**config.mk**
```make
export PLATFORM = sky130hd
export DESIGN_NAME = variable_partition_allocator
export DESIGN_NICKNAME = d
export VERILOG_FILES = /design/src/hdl/vpa_pkg.sv /design/src/hdl/vpa_frag_div.sv /design/src/hdl/variable_partition_allocator.sv
export VERILOG_INCLUDE_DIRS = /design/src /design/src/hdl
export SDC_FILE = /design/constraint.sdc
export NUM_CORES = 2
export LEC_CHECK = 0
export BUFFER_PORTS_ARGS = -buffer_cell sky130_fd_sc_hd__buf_4
export CAP_MARGIN = 15
export CELL_PAD_IN_SITES_DETAIL_PLACEMENT = 1
export CELL_PAD_IN_SITES_GLOBAL_PLACEMENT = 1
export CORE_ASPECT_RATIO = 1.75
export CORE_MARGIN = 3
export CORE_UTILIZATION = 45
export DETAILED_ROUTE_END_ITERATION = 8
export PLACE_DENSITY_LB_ADDON = 0.1
export SLEW_MARGIN = 30
export SYNTH_ARGS = -nofsm -noshare
export SYNTH_HDL_FRONTEND = slang
export SYNTH_SLANG_ARGS = --single-unit
```
**constraint.sdc**
```tcl
create_clock -name clk -period 8.24 [get_ports clk]
set_input_delay 0.412 -clock clk [delete_from_list [all_inputs] [get_ports clk]]
set_output_delay 0.412 -clock clk [all_outputs]
set_load 0.03 [all_outputs]
```
**src/hdl/assert_macros.svh**
```systemverilog
// assertion macros for the allocator top level
// depends on clk and rst_n being visible at the point of use
`ifndef ASSERT_MACROS_SVH
`define ASSERT_MACROS_SVH

// same-cycle implication
`define VPA_ASSERT_IMP(lbl, ante, cons) \
    lbl: assert property (@(posedge clk) disable iff (!rst_n) (ante) |-> (cons)) \
        else $error("vpa assertion failed");

// next-cycle implication
`define VPA_ASSERT_NEXT(lbl, ante, cons) \
    lbl: assert property (@(posedge clk) disable iff (!rst_n) (ante) |=> (cons)) \
        else $error("vpa assertion failed");

`endif

```
**src/hdl/vpa_pkg.sv**
```systemverilog
// types, codes and sizes for the variable partition allocator
// no dependencies
package vpa_pkg;

    localparam int MAX_SEGMENTS = 32;
    localparam int ADDR_BITS    = 16;
    localparam int IDX_W        = $clog2(MAX_SEGMENTS);
    localparam int CNT_W        = IDX_W + 1;
    localparam int SIZE_W       = ADDR_BITS + 1;
    localparam int OWNER_W      = 8;
    localparam int PCT_W        = 7;
    localparam int NUM_W        = SIZE_W + PCT_W;
    localparam int CFG_IDX_W    = 1;
    localparam int CFG_DATA_W   = 17;
    localparam int PCT_SCALE    = 100;

    localparam logic [1:0] REQ_ALLOC   = 2'd0;
    localparam logic [1:0] REQ_FREE    = 2'd1;
    localparam logic [1:0] REQ_COMPACT = 2'd2;
    localparam logic [1:0] REQ_QUERY   = 2'd3;

    localparam logic [1:0] ST_OK    = 2'd0;
    localparam logic [1:0] ST_NOFIT = 2'd1;
    localparam logic [1:0] ST_FULL  = 2'd2;

    localparam logic [1:0] FIT_BEST  = 2'd1;
    localparam logic [1:0] FIT_WORST = 2'd2;

    localparam logic [CFG_IDX_W-1:0] CFG_MEM_TOTAL  = 1'd0;
    localparam logic [CFG_IDX_W-1:0] CFG_FIT_POLICY = 1'd1;

    typedef struct packed {
        logic [1:0]         req_type;
        logic [16:0]        req_size;
        logic [OWNER_W-1:0] owner_id;
    } req_t;

    typedef struct packed {
        logic [1:0]       status;
        logic [15:0]      start_addr;
        logic [PCT_W-1:0] frag_percent;
    } rsp_t;

    typedef struct packed {
        logic [ADDR_BITS-1:0] start;
        logic [SIZE_W-1:0]    size;
        logic                 free;
        logic [OWNER_W-1:0]   owner;
    } seg_t;

endpackage

```
**src/hdl/vpa_frag_div.sv**
```systemverilog
// fragmentation percent: one multiply by 100, then a restoring divide one bit a cycle
// depends on vpa_pkg
module vpa_frag_div (
    input  logic                        clk,
    input  logic                        rst_n,
    input  logic                        go,
    input  logic [vpa_pkg::SIZE_W-1:0]  tot,
    input  logic [vpa_pkg::SIZE_W-1:0]  big,
    output logic                        done,
    output logic [vpa_pkg::PCT_W-1:0]   pct
);

    logic                        run_reg, run_next;
    logic                        done_reg, done_next;
    logic [2:0]                  step_reg, step_next;
    logic [vpa_pkg::NUM_W-1:0]   rem_reg, rem_next;
    logic [vpa_pkg::NUM_W-1:0]   dsh_reg, dsh_next;
    logic [vpa_pkg::PCT_W-1:0]   q_reg, q_next;

    always_comb
    begin
        run_next  = run_reg;
        done_next = 1'b0;
        step_next = step_reg;
        rem_next  = rem_reg;
        dsh_next  = dsh_reg;
        q_next    = q_reg;
        if (go)
        begin
            q_next   = '0;
            rem_next = vpa_pkg::NUM_W'(tot - big) * vpa_pkg::NUM_W'(vpa_pkg::PCT_SCALE);
            dsh_next = vpa_pkg::NUM_W'(tot) << (vpa_pkg::PCT_W - 1);
            step_next = 3'(vpa_pkg::PCT_W - 1);
            if (tot == '0)
            begin
                done_next = 1'b1;
            end
            else
            begin
                run_next = 1'b1;
            end
        end
        else if (run_reg)
        begin
            if (rem_reg >= dsh_reg)
            begin
                rem_next = rem_reg - dsh_reg;
                q_next[step_reg] = 1'b1;
            end
            dsh_next  = dsh_reg >> 1;
            step_next = step_reg - 3'd1;
            if (step_reg == '0)
            begin
                run_next  = 1'b0;
                done_next = 1'b1;
            end
        end
    end

    always_ff @(posedge clk or negedge rst_n)
    begin
        if (!rst_n)
        begin
            run_reg  <= 1'b0;
            done_reg <= 1'b0;
            step_reg <= '0;
            q_reg    <= '0;
        end
        else
        begin
            run_reg  <= run_next;
            done_reg <= done_next;
            step_reg <= step_next;
            q_reg    <= q_next;
        end
    end

    always_ff @(posedge clk)
    begin
        rem_reg <= rem_next;
        dsh_reg <= dsh_next;
    end

    assign done = done_reg;
    assign pct  = q_reg;

endmodule

```
**src/hdl/variable_partition_allocator.sv**
```systemverilog
// variable partition allocator top level: segment table memory and pass sequencer
// depends on vpa_pkg, vpa_frag_div and assert_macros.svh
//
// usage: raise start with a request on req while busy is low; the request is
// taken at that edge and busy stays high until the answer. the answer appears
// on rsp and is held there; done is high for exactly one cycle and the receiver
// cannot stall it. config writes (cfg_we, cfg_idx, cfg_data) must go in only
// while busy is low; the block does not enforce it. writing memory_total resets
// the table to one free segment. each request walks the table of n segments
// one entry a cycle through the single read port of the table memory:
//   allocate: scan, shift up and split if the pick is larger, take, frag pass
//   free, compact: one merge pass, then the frag pass
//   query: the frag pass only
// the frag pass sums free segments, then multiplies and divides bit-serially;
// pct is 0 when nothing is free. a zero-size or unfit allocate, or one needing
// a split in a full table, skips to it. n is up to 32; done rises as busy falls.
// after reset the table holds one free segment of 65536 units, first fit.
`include "assert_macros.svh"
module variable_partition_allocator (
    input  logic                            clk,
    input  logic                            rst_n,
    input  logic                            start,
    output logic                            busy,
    input  vpa_pkg::req_t                   req,
    output logic                            done,
    output vpa_pkg::rsp_t                   rsp,
    input  logic                            cfg_we,
    input  logic [vpa_pkg::CFG_IDX_W-1:0]   cfg_idx,
    input  logic [vpa_pkg::CFG_DATA_W-1:0]  cfg_data
);

    localparam int IW = vpa_pkg::IDX_W;
    localparam int CW = vpa_pkg::CNT_W;
    localparam int SW = vpa_pkg::SIZE_W;
    localparam int AW = vpa_pkg::ADDR_BITS;
    localparam logic [SW-1:0] MEM_LIMIT = SW'(64'(1) << AW);
    localparam logic [CW-1:0] MAX_CNT   = CW'(vpa_pkg::MAX_SEGMENTS);

    localparam logic [3:0] S_IDLE    = 4'd0;
    localparam logic [3:0] S_SCAN    = 4'd1;
    localparam logic [3:0] S_SHIFT   = 4'd2;
    localparam logic [3:0] S_SPLIT   = 4'd3;
    localparam logic [3:0] S_TAKE    = 4'd4;
    localparam logic [3:0] S_FREE    = 4'd5;
    localparam logic [3:0] S_COMPACT = 4'd6;
    localparam logic [3:0] S_FSCAN   = 4'd7;
    localparam logic [3:0] S_FRAG    = 4'd8;
    localparam logic [3:0] S_WAIT    = 4'd9;

    vpa_pkg::seg_t mem [vpa_pkg::MAX_SEGMENTS];
    vpa_pkg::seg_t rd_q_reg;

    logic [3:0]                  state_reg, state_next;
    logic [CW-1:0]               iss_reg, iss_next;
    logic                        dval_reg, dval_next;
    logic [IW-1:0]               didx_reg, didx_next;
    logic                        ovr_reg, ovr_next;
    logic                        init_reg, init_next;
    logic [CW-1:0]               seg_count_reg, seg_count_next;
    logic                        found_reg, found_next;
    logic                        hv_reg, hv_next;
    logic [CW-1:0]               w_reg, w_next;
    logic [SW-1:0]               mem_total_reg, mem_total_next;
    logic [1:0]                  fit_reg, fit_next;
    logic                        done_reg, done_next;
    vpa_pkg::rsp_t               rsp_reg, rsp_next;

    vpa_pkg::req_t               req_reg, req_next;
    logic [IW-1:0]               pick_idx_reg, pick_idx_next;
    vpa_pkg::seg_t               pick_reg, pick_next;
    vpa_pkg::seg_t               hold_reg, hold_next;
    logic [SW-1:0]               pos_reg, pos_next;
    logic [SW-1:0]               tot_reg, tot_next;
    logic [SW-1:0]               big_reg, big_next;
    logic [1:0]                  status_reg, status_next;
    logic [AW-1:0]               addr_reg, addr_next;

    logic                        rd_en;
    logic [IW-1:0]               rd_addr;
    logic                        wr_en;
    logic [IW-1:0]               wr_addr;
    vpa_pkg::seg_t               wr_data;
    logic [SW-1:0]               eff_total;
    vpa_pkg::seg_t               cur;
    vpa_pkg::seg_t               e;
    logic                        fits;
    logic                        div_go;
    logic                        div_done;
    logic [vpa_pkg::PCT_W-1:0]   div_pct;

    always_comb
    begin
        if (mem_total_reg == '0)
        begin
            eff_total = SW'(1);
        end
        else if (mem_total_reg > MEM_LIMIT)
        begin
            eff_total = MEM_LIMIT;
        end
        else
        begin
            eff_total = mem_total_reg;
        end
    end

    always_comb
    begin
        if (ovr_reg)
        begin
            cur.start = '0;
            cur.size  = eff_total;
            cur.free  = 1'b1;
            cur.owner = '0;
        end
        else
        begin
            cur = rd_q_reg;
        end
    end

    assign fits = cur.free && (cur.size >= req_reg.req_size);

    always_comb
    begin
        state_next     = state_reg;
        iss_next       = iss_reg;
        dval_next      = 1'b0;
        didx_next      = didx_reg;
        ovr_next       = 1'b0;
        init_next      = init_reg;
        seg_count_next = seg_count_reg;
        found_next     = found_reg;
        hv_next        = hv_reg;
        w_next         = w_reg;
        mem_total_next = mem_total_reg;
        fit_next       = fit_reg;
        done_next      = 1'b0;
        rsp_next       = rsp_reg;
        req_next       = req_reg;
        pick_idx_next  = pick_idx_reg;
        pick_next      = pick_reg;
        hold_next      = hold_reg;
        pos_next       = pos_reg;
        tot_next       = tot_reg;
        big_next       = big_reg;
        status_next    = status_reg;
        addr_next      = addr_reg;
        rd_en          = 1'b0;
        rd_addr        = iss_reg[IW-1:0];
        wr_en          = 1'b0;
        wr_addr        = '0;
        wr_data        = cur;
        div_go         = 1'b0;
        e              = cur;

        // read issue for the table passes
        unique case (state_reg)
            S_SCAN, S_FREE, S_COMPACT, S_FSCAN:
            begin
                rd_en    = iss_reg < seg_count_reg;
                iss_next = rd_en ? iss_reg + CW'(1) : iss_reg;
            end
            S_SHIFT:
            begin
                rd_en    = iss_reg > CW'(pick_idx_reg);
                iss_next = rd_en ? iss_reg - CW'(1) : iss_reg;
            end
            default:
            begin
                rd_en = 1'b0;
            end
        endcase
        dval_next = rd_en;
        didx_next = iss_reg[IW-1:0];
        ovr_next  = rd_en && (rd_addr == '0) && init_reg;

        unique case (state_reg)
            S_IDLE:
            begin
                if (start)
                begin
                    req_next    = req;
                    status_next = vpa_pkg::ST_OK;
                    addr_next   = '0;
                    iss_next    = '0;
                    found_next  = 1'b0;
                    hv_next     = 1'b0;
                    w_next      = '0;
                    pos_next    = '0;
                    tot_next    = '0;
                    big_next    = '0;
                    unique case (req.req_type)
                        vpa_pkg::REQ_ALLOC:
                        begin
                            if (req.req_size == '0)
                            begin
                                status_next = vpa_pkg::ST_NOFIT;
                                state_next  = S_FSCAN;
                            end
                            else
                            begin
                                state_next = S_SCAN;
                            end
                        end
                        vpa_pkg::REQ_FREE:    state_next = S_FREE;
                        vpa_pkg::REQ_COMPACT: state_next = S_COMPACT;
                        default:              state_next = S_FSCAN;
                    endcase
                end
            end
            S_SCAN:
            begin
                if (dval_reg)
                begin
                    priority if (fit_reg == vpa_pkg::FIT_BEST)
                    begin
                        if (fits && (!found_reg || cur.size < pick_reg.size))
                        begin
                            found_next = 1'b1;
                            pick_next = cur;
                            pick_idx_next = didx_reg;
                        end
                    end
                    else if (fit_reg == vpa_pkg::FIT_WORST)
                    begin
                        if (fits && (!found_reg || cur.size > pick_reg.size))
                        begin
                            found_next = 1'b1;
                            pick_next = cur;
                            pick_idx_next = didx_reg;
                        end
                    end
                    else
                    begin
                        if (fits && !found_reg)
                        begin
                            found_next = 1'b1;
                            pick_next = cur;
                            pick_idx_next = didx_reg;
                        end
                    end
                end
                else if (!rd_en)
                begin
                    iss_next = '0;
                    if (!found_reg)
                    begin
                        status_next = vpa_pkg::ST_NOFIT;
                        state_next  = S_FSCAN;
                    end
                    else if (pick_reg.size > req_reg.req_size)
                    begin
                        if (seg_count_reg >= MAX_CNT)
                        begin
                            status_next = vpa_pkg::ST_FULL;
                            state_next  = S_FSCAN;
                        end
                        else
                        begin
                            iss_next   = seg_count_reg - CW'(1);
                            state_next = S_SHIFT;
                        end
                    end
                    else
                    begin
                        state_next = S_TAKE;
                    end
                end
            end
            S_SHIFT:
            begin
                if (dval_reg)
                begin
                    wr_en   = 1'b1;
                    wr_addr = didx_reg + IW'(1);
                    wr_data = cur;
                end
                else if (!rd_en)
                begin
                    state_next = S_SPLIT;
                end
            end
            S_SPLIT:
            begin
                wr_en          = 1'b1;
                wr_addr        = pick_idx_reg + IW'(1);
                wr_data.start  = pick_reg.start + req_reg.req_size[AW-1:0];
                wr_data.size   = pick_reg.size - req_reg.req_size;
                wr_data.free   = 1'b1;
                wr_data.owner  = '0;
                seg_count_next = seg_count_reg + CW'(1);
                state_next     = S_TAKE;
            end
            S_TAKE:
            begin
                wr_en         = 1'b1;
                wr_addr       = pick_idx_reg;
                wr_data.start = pick_reg.start;
                wr_data.size  = req_reg.req_size;
                wr_data.free  = 1'b0;
                wr_data.owner = req_reg.owner_id;
                addr_next     = pick_reg.start;
                iss_next      = '0;
                state_next    = S_FSCAN;
            end
            S_FREE:
            begin
                if (dval_reg)
                begin
                    if (!cur.free && (cur.owner == req_reg.owner_id))
                    begin
                        e.free  = 1'b1;
                        e.owner = '0;
                    end
                    if (hv_reg && hold_reg.free && e.free)
                    begin
                        hold_next.size = hold_reg.size + e.size;
                    end
                    else
                    begin
                        if (hv_reg)
                        begin
                            wr_en   = 1'b1;
                            wr_addr = w_reg[IW-1:0];
                            wr_data = hold_reg;
                            w_next  = w_reg + CW'(1);
                        end
                        hold_next = e;
                        hv_next   = 1'b1;
                    end
                end
                else if (!rd_en)
                begin
                    wr_en          = 1'b1;
                    wr_addr        = w_reg[IW-1:0];
                    wr_data        = hold_reg;
                    seg_count_next = w_reg + CW'(1);
                    iss_next       = '0;
                    state_next     = S_FSCAN;
                end
            end
            S_COMPACT:
            begin
                if (dval_reg)
                begin
                    if (!cur.free)
                    begin
                        wr_en         = 1'b1;
                        wr_addr       = w_reg[IW-1:0];
                        wr_data.start = pos_reg[AW-1:0];
                        wr_data.size  = cur.size;
                        wr_data.free  = 1'b0;
                        wr_data.owner = cur.owner;
                        pos_next      = pos_reg + cur.size;
                        w_next        = w_reg + CW'(1);
                    end
                end
                else if (!rd_en)
                begin
                    // trailing free segment
                    if ((pos_reg < eff_total) && (w_reg < MAX_CNT))
                    begin
                        wr_en          = 1'b1;
                        wr_addr        = w_reg[IW-1:0];
                        wr_data.start  = pos_reg[AW-1:0];
                        wr_data.size   = eff_total - pos_reg;
                        wr_data.free   = 1'b1;
                        wr_data.owner  = '0;
                        seg_count_next = w_reg + CW'(1);
                    end
                    else
                    begin
                        seg_count_next = w_reg;
                    end
                    iss_next   = '0;
                    state_next = S_FSCAN;
                end
            end
            S_FSCAN:
            begin
                if (dval_reg)
                begin
                    if (cur.free)
                    begin
                        tot_next = tot_reg + cur.size;
                        if (cur.size > big_reg)
                        begin
                            big_next = cur.size;
                        end
                    end
                end
                else if (!rd_en)
                begin
                    state_next = S_FRAG;
                end
            end
            S_FRAG:
            begin
                div_go     = 1'b1;
                state_next = S_WAIT;
            end
            S_WAIT:
            begin
                if (div_done)
                begin
                    rsp_next.status       = status_reg;
                    rsp_next.start_addr   = addr_reg;
                    rsp_next.frag_percent = div_pct;
                    done_next             = 1'b1;
                    state_next            = S_IDLE;
                end
            end
            default:
            begin
                state_next = S_IDLE;
            end
        endcase

        if (wr_en && (wr_addr == '0))
        begin
            init_next = 1'b0;
        end

        if (cfg_we)
        begin
            unique case (cfg_idx)
                vpa_pkg::CFG_MEM_TOTAL:
                begin
                    mem_total_next = cfg_data;
                    init_next      = 1'b1;
                    seg_count_next = CW'(1);
                end
                default:
                begin
                    fit_next = cfg_data[1:0];
                end
            endcase
        end
    end

    always_ff @(posedge clk)
    begin
        if (wr_en)
        begin
            mem[wr_addr] <= wr_data;
        end
        if (rd_en)
        begin
            rd_q_reg <= mem[rd_addr];
        end
    end

    always_ff @(posedge clk or negedge rst_n)
    begin
        if (!rst_n)
        begin
            state_reg     <= S_IDLE;
            iss_reg       <= '0;
            dval_reg      <= 1'b0;
            didx_reg      <= '0;
            ovr_reg       <= 1'b0;
            init_reg      <= 1'b1;
            seg_count_reg <= CW'(1);
            found_reg     <= 1'b0;
            hv_reg        <= 1'b0;
            w_reg         <= '0;
            mem_total_reg <= MEM_LIMIT;
            fit_reg       <= '0;
            done_reg      <= 1'b0;
            rsp_reg       <= '0;
        end
        else
        begin
            state_reg     <= state_next;
            iss_reg       <= iss_next;
            dval_reg      <= dval_next;
            didx_reg      <= didx_next;
            ovr_reg       <= ovr_next;
            init_reg      <= init_next;
            seg_count_reg <= seg_count_next;
            found_reg     <= found_next;
            hv_reg        <= hv_next;
            w_reg         <= w_next;
            mem_total_reg <= mem_total_next;
            fit_reg       <= fit_next;
            done_reg      <= done_next;
            rsp_reg       <= rsp_next;
        end
    end

    always_ff @(posedge clk)
    begin
        req_reg      <= req_next;
        pick_idx_reg <= pick_idx_next;
        pick_reg     <= pick_next;
        hold_reg     <= hold_next;
        pos_reg      <= pos_next;
        tot_reg      <= tot_next;
        big_reg      <= big_next;
        status_reg   <= status_next;
        addr_reg     <= addr_next;
    end

    vpa_frag_div u_frag_div (
        .clk   (clk),
        .rst_n (rst_n),
        .go    (div_go),
        .tot   (tot_reg),
        .big   (big_reg),
        .done  (div_done),
        .pct   (div_pct)
    );

    assign busy = state_reg != S_IDLE;
    assign done = done_reg;
    assign rsp  = rsp_reg;

    `VPA_ASSERT_IMP(a_done_idle, done, !busy)
    `VPA_ASSERT_NEXT(a_start_busy, start && !busy, busy)
    `VPA_ASSERT_IMP(a_count_range, busy, (seg_count_reg != '0) && (seg_count_reg <= MAX_CNT))
    `VPA_ASSERT_IMP(a_fail_addr, done && (rsp.status != vpa_pkg::ST_OK), rsp.start_addr == '0)

endmodule
```
## Yosys cells after proc, flatten, opt, wreduce, memory -nomap -nowiden

Memory sizes are Yosys's and may differ from the RTL's. A register that Yosys moved wholly into a read port is not among the register bits.
Cells that the tools add are included.

- Memories: 1
- Flip-flop bits (word level): 310
- Bits in read-only memories: 0
- Bits in latches: 0
- Output and inout bits: 27
- Memory bits (writable): 1344
- Bits of input ports: 49

- Multiply operators: 1
- Divide/modulo/power cells: 0
- Bitwise gates (word level): 3
- $add $sub $neg: 16
- Multiplexer cells: 151
- Reductions and logical operators: 55
- Order comparisons: 14
- Equal/unequal tests: 41
- Shift-type cells: 0

Memory list:

| memory | words | bits a word | rd ports | clocked after Yosys merged registers in | write ports | line | RTL |
|---|---|---|---|---|---|---|---|
| mem | 32 | 42 | 1 | 1 | 1 | variable_partition_allocator.sv:50 | `vpa_pkg::seg_t mem [vpa_pkg::MAX_SEGMENTS];` |

Operators with widths:

| kind | number |
|---|---|
| $mux 42 | 14 |
| $mux 17 | 11 |
| $pmux 42 s4 | 1 |
| $mux 6 | 23 |
| $pmux 17 s2 | 3 |
| $mux 24 | 3 |
| $mux 5 | 14 |
| $add 17x17->17 | 3 |
| $gt 17x17->1 | 3 |
| $logic_not 17->1 | 3 |
| $mux 4 | 12 |
| $mux 23 | 2 |
| $ne 2x2->1 const B | 19 |
| $mux 1 | 37 |
| $pmux 4 s9 | 1 |
| $pmux 6 s3 | 2 |
| $lt 17x17->1 | 2 |
| $sub 17x17->17 | 2 |
| $pmux 16 s2 | 1 |
| $mux 9 | 3 |
| $pmux 5 s5 | 1 |
| $ge 24x23->1 | 1 |
| $mul 24x5->22 const B | 1 |
| $pmux 6 s4 | 1 |
| 57 further kinds | 118 |

## Logic depth before layout (Yosys ltp)

- Depth after elaboration: 18
- Depth in mapped cells: 26

## Cells and area by module

Synthesis repeated with hierarchy kept, for this count alone.

- Cell total of the unflattened synthesis: 4677
- Area total of the unflattened synthesis: 76742.4 um^2

By module, submodules not included:

| module | area each (um^2) | times used | cells each |
|---|---|---|---|
| variable_partition_allocator | 70488.9 | 1 | 3980 |
| vpa_frag_div | 6253.5 | 1 | 697 |

## Worst setup path before layout

OpenSTA, ideal clock, no wires.

- Path type: reg-to-reg
- Start: register mem_total_reg[13]
- End: memory mem[12][0] in the netlist's numbering, enable pin
- Data required time: 7747 ps
- Period minus slack after synthesis: 7313 ps
- Slack: 927 ps
- Stages on the path, launching flop included: 20
- Data arrival time: 6820 ps
- Cell sequence: dfrtp_1 nor4_1 nand4_1 and2_1 clkbuf_1 nor2b_1 ha_1 nor2b_1 o2111a_1 o21ai_0 nand3_1 o21ai_0 inv_2 ha_1 a22oi_1 o221a_2 a21boi_0 nand2b_1 clkbuf_1 nor3_1

- Cells in the longest elaborated chain, start to end: 11
- Elaborated cells on any way between the ends: 16

Ends and longest elaborated chain:

| what | line | RTL |
|---|---|---|
| start: declaration | variable_partition_allocator.sv:63 | `logic [SW-1:0] mem_total_reg, mem_total_next;` |
| start signal: assignment | variable_partition_allocator.sv:485 | `mem_total_reg <= mem_total_next;` |
| $gt 17x17->1 | variable_partition_allocator.sv:97 | `else if (mem_total_reg > MEM_LIMIT)` |
| $mux 17 | variable_partition_allocator.sv:97 |  |
| $mux 17 * | variable_partition_allocator.sv:93 | `if (mem_total_reg == '0)` |
| $lt 17x17->1 * | variable_partition_allocator.sv:362 | `if ((pos_reg < eff_total) && (w_reg < MAX_CNT))` |
| $logic_and 1x1->1 * | variable_partition_allocator.sv:362 |  |
| $mux 1 | variable_partition_allocator.sv:362 |  |
| $mux 1 | variable_partition_allocator.sv:359 | `else if (!rd_en)` |
| $mux 1 | variable_partition_allocator.sv:345 | `if (dval_reg)` |
| $pmux 1 s4 | variable_partition_allocator.sv:178 | `unique case (state_reg)` |
| $mux 1 | variable_partition_allocator.sv:444 | `if (wr_en)` |
| $mux 1 (not written as such) | variable_partition_allocator.sv:446 | `mem[wr_addr] <= wr_data;` |
| end: declaration | variable_partition_allocator.sv:50 |  |

Mark *: on every way between the ends. The rest lies on a longest branch, timed or not.

## Worst setup path after layout

- Start: register mem_total_reg[10]
- End: memory mem[20][13] in the netlist's numbering, enable pin

Same word-level chain as after synthesis.

==> summary.txt <==
number of global-route vias before repair: 47130
CTS clock-pin slew for the worst setup and hold paths: 60 ps
port buffer count: 75
final worst slack: 1360 ps
RSZ-0062 raised after global routing: false
largest cells by area after synthesis: edfxtp_1 (63%), mux4_2 (12%), ha_1 (4.4%)
worst hold path class: in2reg
max cap viols: 0
layout cell share with drive strength beyond 1: 20.79%
area leader, netlist: edfxtp_1
pwr dens: 424.8 mW/mm2
DP Wirelength: 149.3 mm
total CTS buffers: 167
initial core utilization: 45.32%
mux contribution to synthesized area: 13.85%
post-synthesis xor/xnor area fraction: 1.683%
sequential area share after synthesis: 66.09%
final setup TNS: 0 ps
Max Clock Skew: 44.77 ps
post-synthesis cell type count: 93
Final Max Slew Viols: 0
family with the most delay on the worst path: simple AND/OR/NAND/NOR gates
DRT iter0 DRCs: 3500
Setup WS pre-CTS: 1571 ps
vias per cell: 6.045
cells after synthesis: 4602
pin count of the biggest net entering global routing: 120
Final Cycle Share: 83.50%
CP Max Fanout: 29
GRT overflow: 0
number of H-tree levels: 4
Final #Nets: 5176
Layout area overhead: 13.17%
die area: 0.1747 mm2
CP cell instances: nor4_1, nand4_1, and2_1, nor2b_1, ha_1, nor2b_1, o2111a_1, o21ai_0, nand3_1, o21ai_0, inv_2, ha_1, a22oi_1, o221a_2, a21boi_0, nand2b_1, nor2_4, buf_4
# IOs: 76
Worst setup SP type: flop
Post-CTS Setup Repair Bufs: 0
Crit-path slowest cell: o21ai_0
hold_buf cts: 46
first-pass GRT wire length: 330.0 mm
Warnings, synthesis: 0
FF-to-FF setup slack: 1360 ps
Hold WS: 89.37 ps
max FFs per register: 1344
Critical Path AT: 7310 ps
crit path kind: reg2reg
worst stage delay on the critical path: 680 ps
Mapped Area: 0.07627 mm2
gr usage total: 26.34%
WL/cell: 31.78 um
total number of vias: 43370
Tot Pwr: 36670 uW
Pleak: 0.02959 uW
fill count: 15720
DRC viols: 0
post-cts sizing count: 0
Post-Route WL: 228.0 mm
commonest cells after routing, fill and taps aside: edfxtp_1 (1599), mux4_2 (420), ha_1 (267)
core area: 0.1683 mm2
Clock Latency Late Sink: 810 ps
TritonCTS clock tree: yes
post-synthesis compound-gate area fraction: 5.910%
final hold vios: 0
Syn Nets: 4943
Seq cells post-synth: 1696
GP Congestion: 0.8982
Peak Freq: 145.3 MHz
TritonCTS Sinks: 1696
final setup violation count: 0
Synth top area share: 62.95%
post-route ant nets: 0
EDFF count, synth: 1599
VDD IR max: 0.0002796 V
leading cell type in the layout, fill and taps excluded: edfxtp_1
adder-cell share of the synthesized area: 5.036%
Tmin final: 6880 ps
simple-gate area share of the yosys netlist: 5.482%
drt first pass iters: 7
most common flop cell mapped by yosys: edfxtp_1
# placed instances: 6828
Die Span Y: 550.6 um
Req. time, crit path: 8670 ps
initial antenna violation count: 9
status: completed
Mean Syn Cell Area: 16.57 um2
final instance count without filler cells: 7175
CTS max path bufs: 4
Setup crit end kind: flop
Rel. slew slack: 28.57%
critical path buffer and inverter count: 2
Least-Margin Pin Slew: 1069 ps
ys async rst share: 5.248%
Chip Width: 317.2 um
row count: 199
CTS root buffer: clkbuf_16
main combinational cell family by area after synthesis: multiplexers
## worst register-to-register path, cell delays in order, from the launching register on
cell and delay, ps:
dfrtp_1 400, nor4_1 460, nand4_1 180, and2_1 330, nor2b_1 330, ha_1 310, nor2b_1 150, o2111a_1 240
o21ai_0 260, nand3_1 340, o21ai_0 680, inv_2 180, ha_1 240, a22oi_1 150, o221a_2 280, a21boi_0 240
nand2b_1 420, nor2_4 660, buf_4 610
## cells by family after synthesis
| kind of cell | after synthesis |
|---|---|
| adder cells (fa/ha/maj) | 292 |
| AO/OA/AOI/OAI | 674 |
| buffers and inverters | 392 |
| AND/OR/NAND/NOR | 880 |
| XOR/XNOR | 145 |
| multiplexers | 523 |
| flip-flops | 1696 |
## cells in the mapped netlist (all sizes together) (9+ instances only)
master and number:
edfxtp 1599, mux4 420, nand2 268, ha 267
nor2 215, inv 207, a21oi 167, o21ai 149
clkbuf 122, dfrtp 86, nand3 86, xnor2 86
nor3 72, a21o 65, mux2 61, buf 60
xor2 58, nor2b 55, mux2i 42, and3 39
o211ai 37, a31oi 32, nand2b 27, fa 25
or3 22, nand4 21, o21a 21, o22ai 21
a221oi 20, a222oi 20, and2 19, a211oi 14
nor4 14, o21bai 14, o221ai 14, o31ai 13
or2 12, or4 10, o41ai 9
## per-stage QoR
step | utilization (%) | area (um2)
floorplan | - | 76270
global placement | 47.77 | 80410
detailed placement | 47.82 | 80490
CTS | 51.23 | 86230
global route | 51.28 | 86310
finish | 51.28 | 86320
## path summary, 6_finish.rpt
path	from	endpoint	cells past startpoint
min	cfg_idx	mem_total_reg[0]	3
max reg2reg	mem_total_reg[10]	mem[20][13]	18
max in group asynchronous	rst_n	mem_total_reg[13]	3
min reg2reg	addr_reg[9]	rsp[16]	2
min in group asynchronous	rst_n	state_reg[1]	2
max	mem_total_reg[10]	mem[20][13]	18
## per-layer routing
metal	vias to the layer above	GRT usage, %	part of all wire (%)
met2	1217	48.40	54
met1	22990	30.79	36
met4	0	12.75	5.6
met5	-	0	0
li1	18750	-	-
met3	414	2.373	4.1
## cell type report
type	count	area, um2	share of cell area (%)
Clock buffer	196	4298	4.979
Inverter	210	794.5	0.9204
Sequential cell	1696	50420	58.42
Timing Repair Buffer	246	2253	2.611
Multi-Input combinational cell	2514	24790	28.72
Clock inverter	98	980.9	1.136
Antenna cell	4	10.01	0.01160
Tap cell	2211	2766	3.205
## report_power, final
part,internal (uW),switching [uW],total [uW]
registers,13100,609,13700
logic,5430,10000,15400
clock network,4280,3280,7560
total,22800,13900,36700
Note: power is estimated with default switching activity, not from simulation.
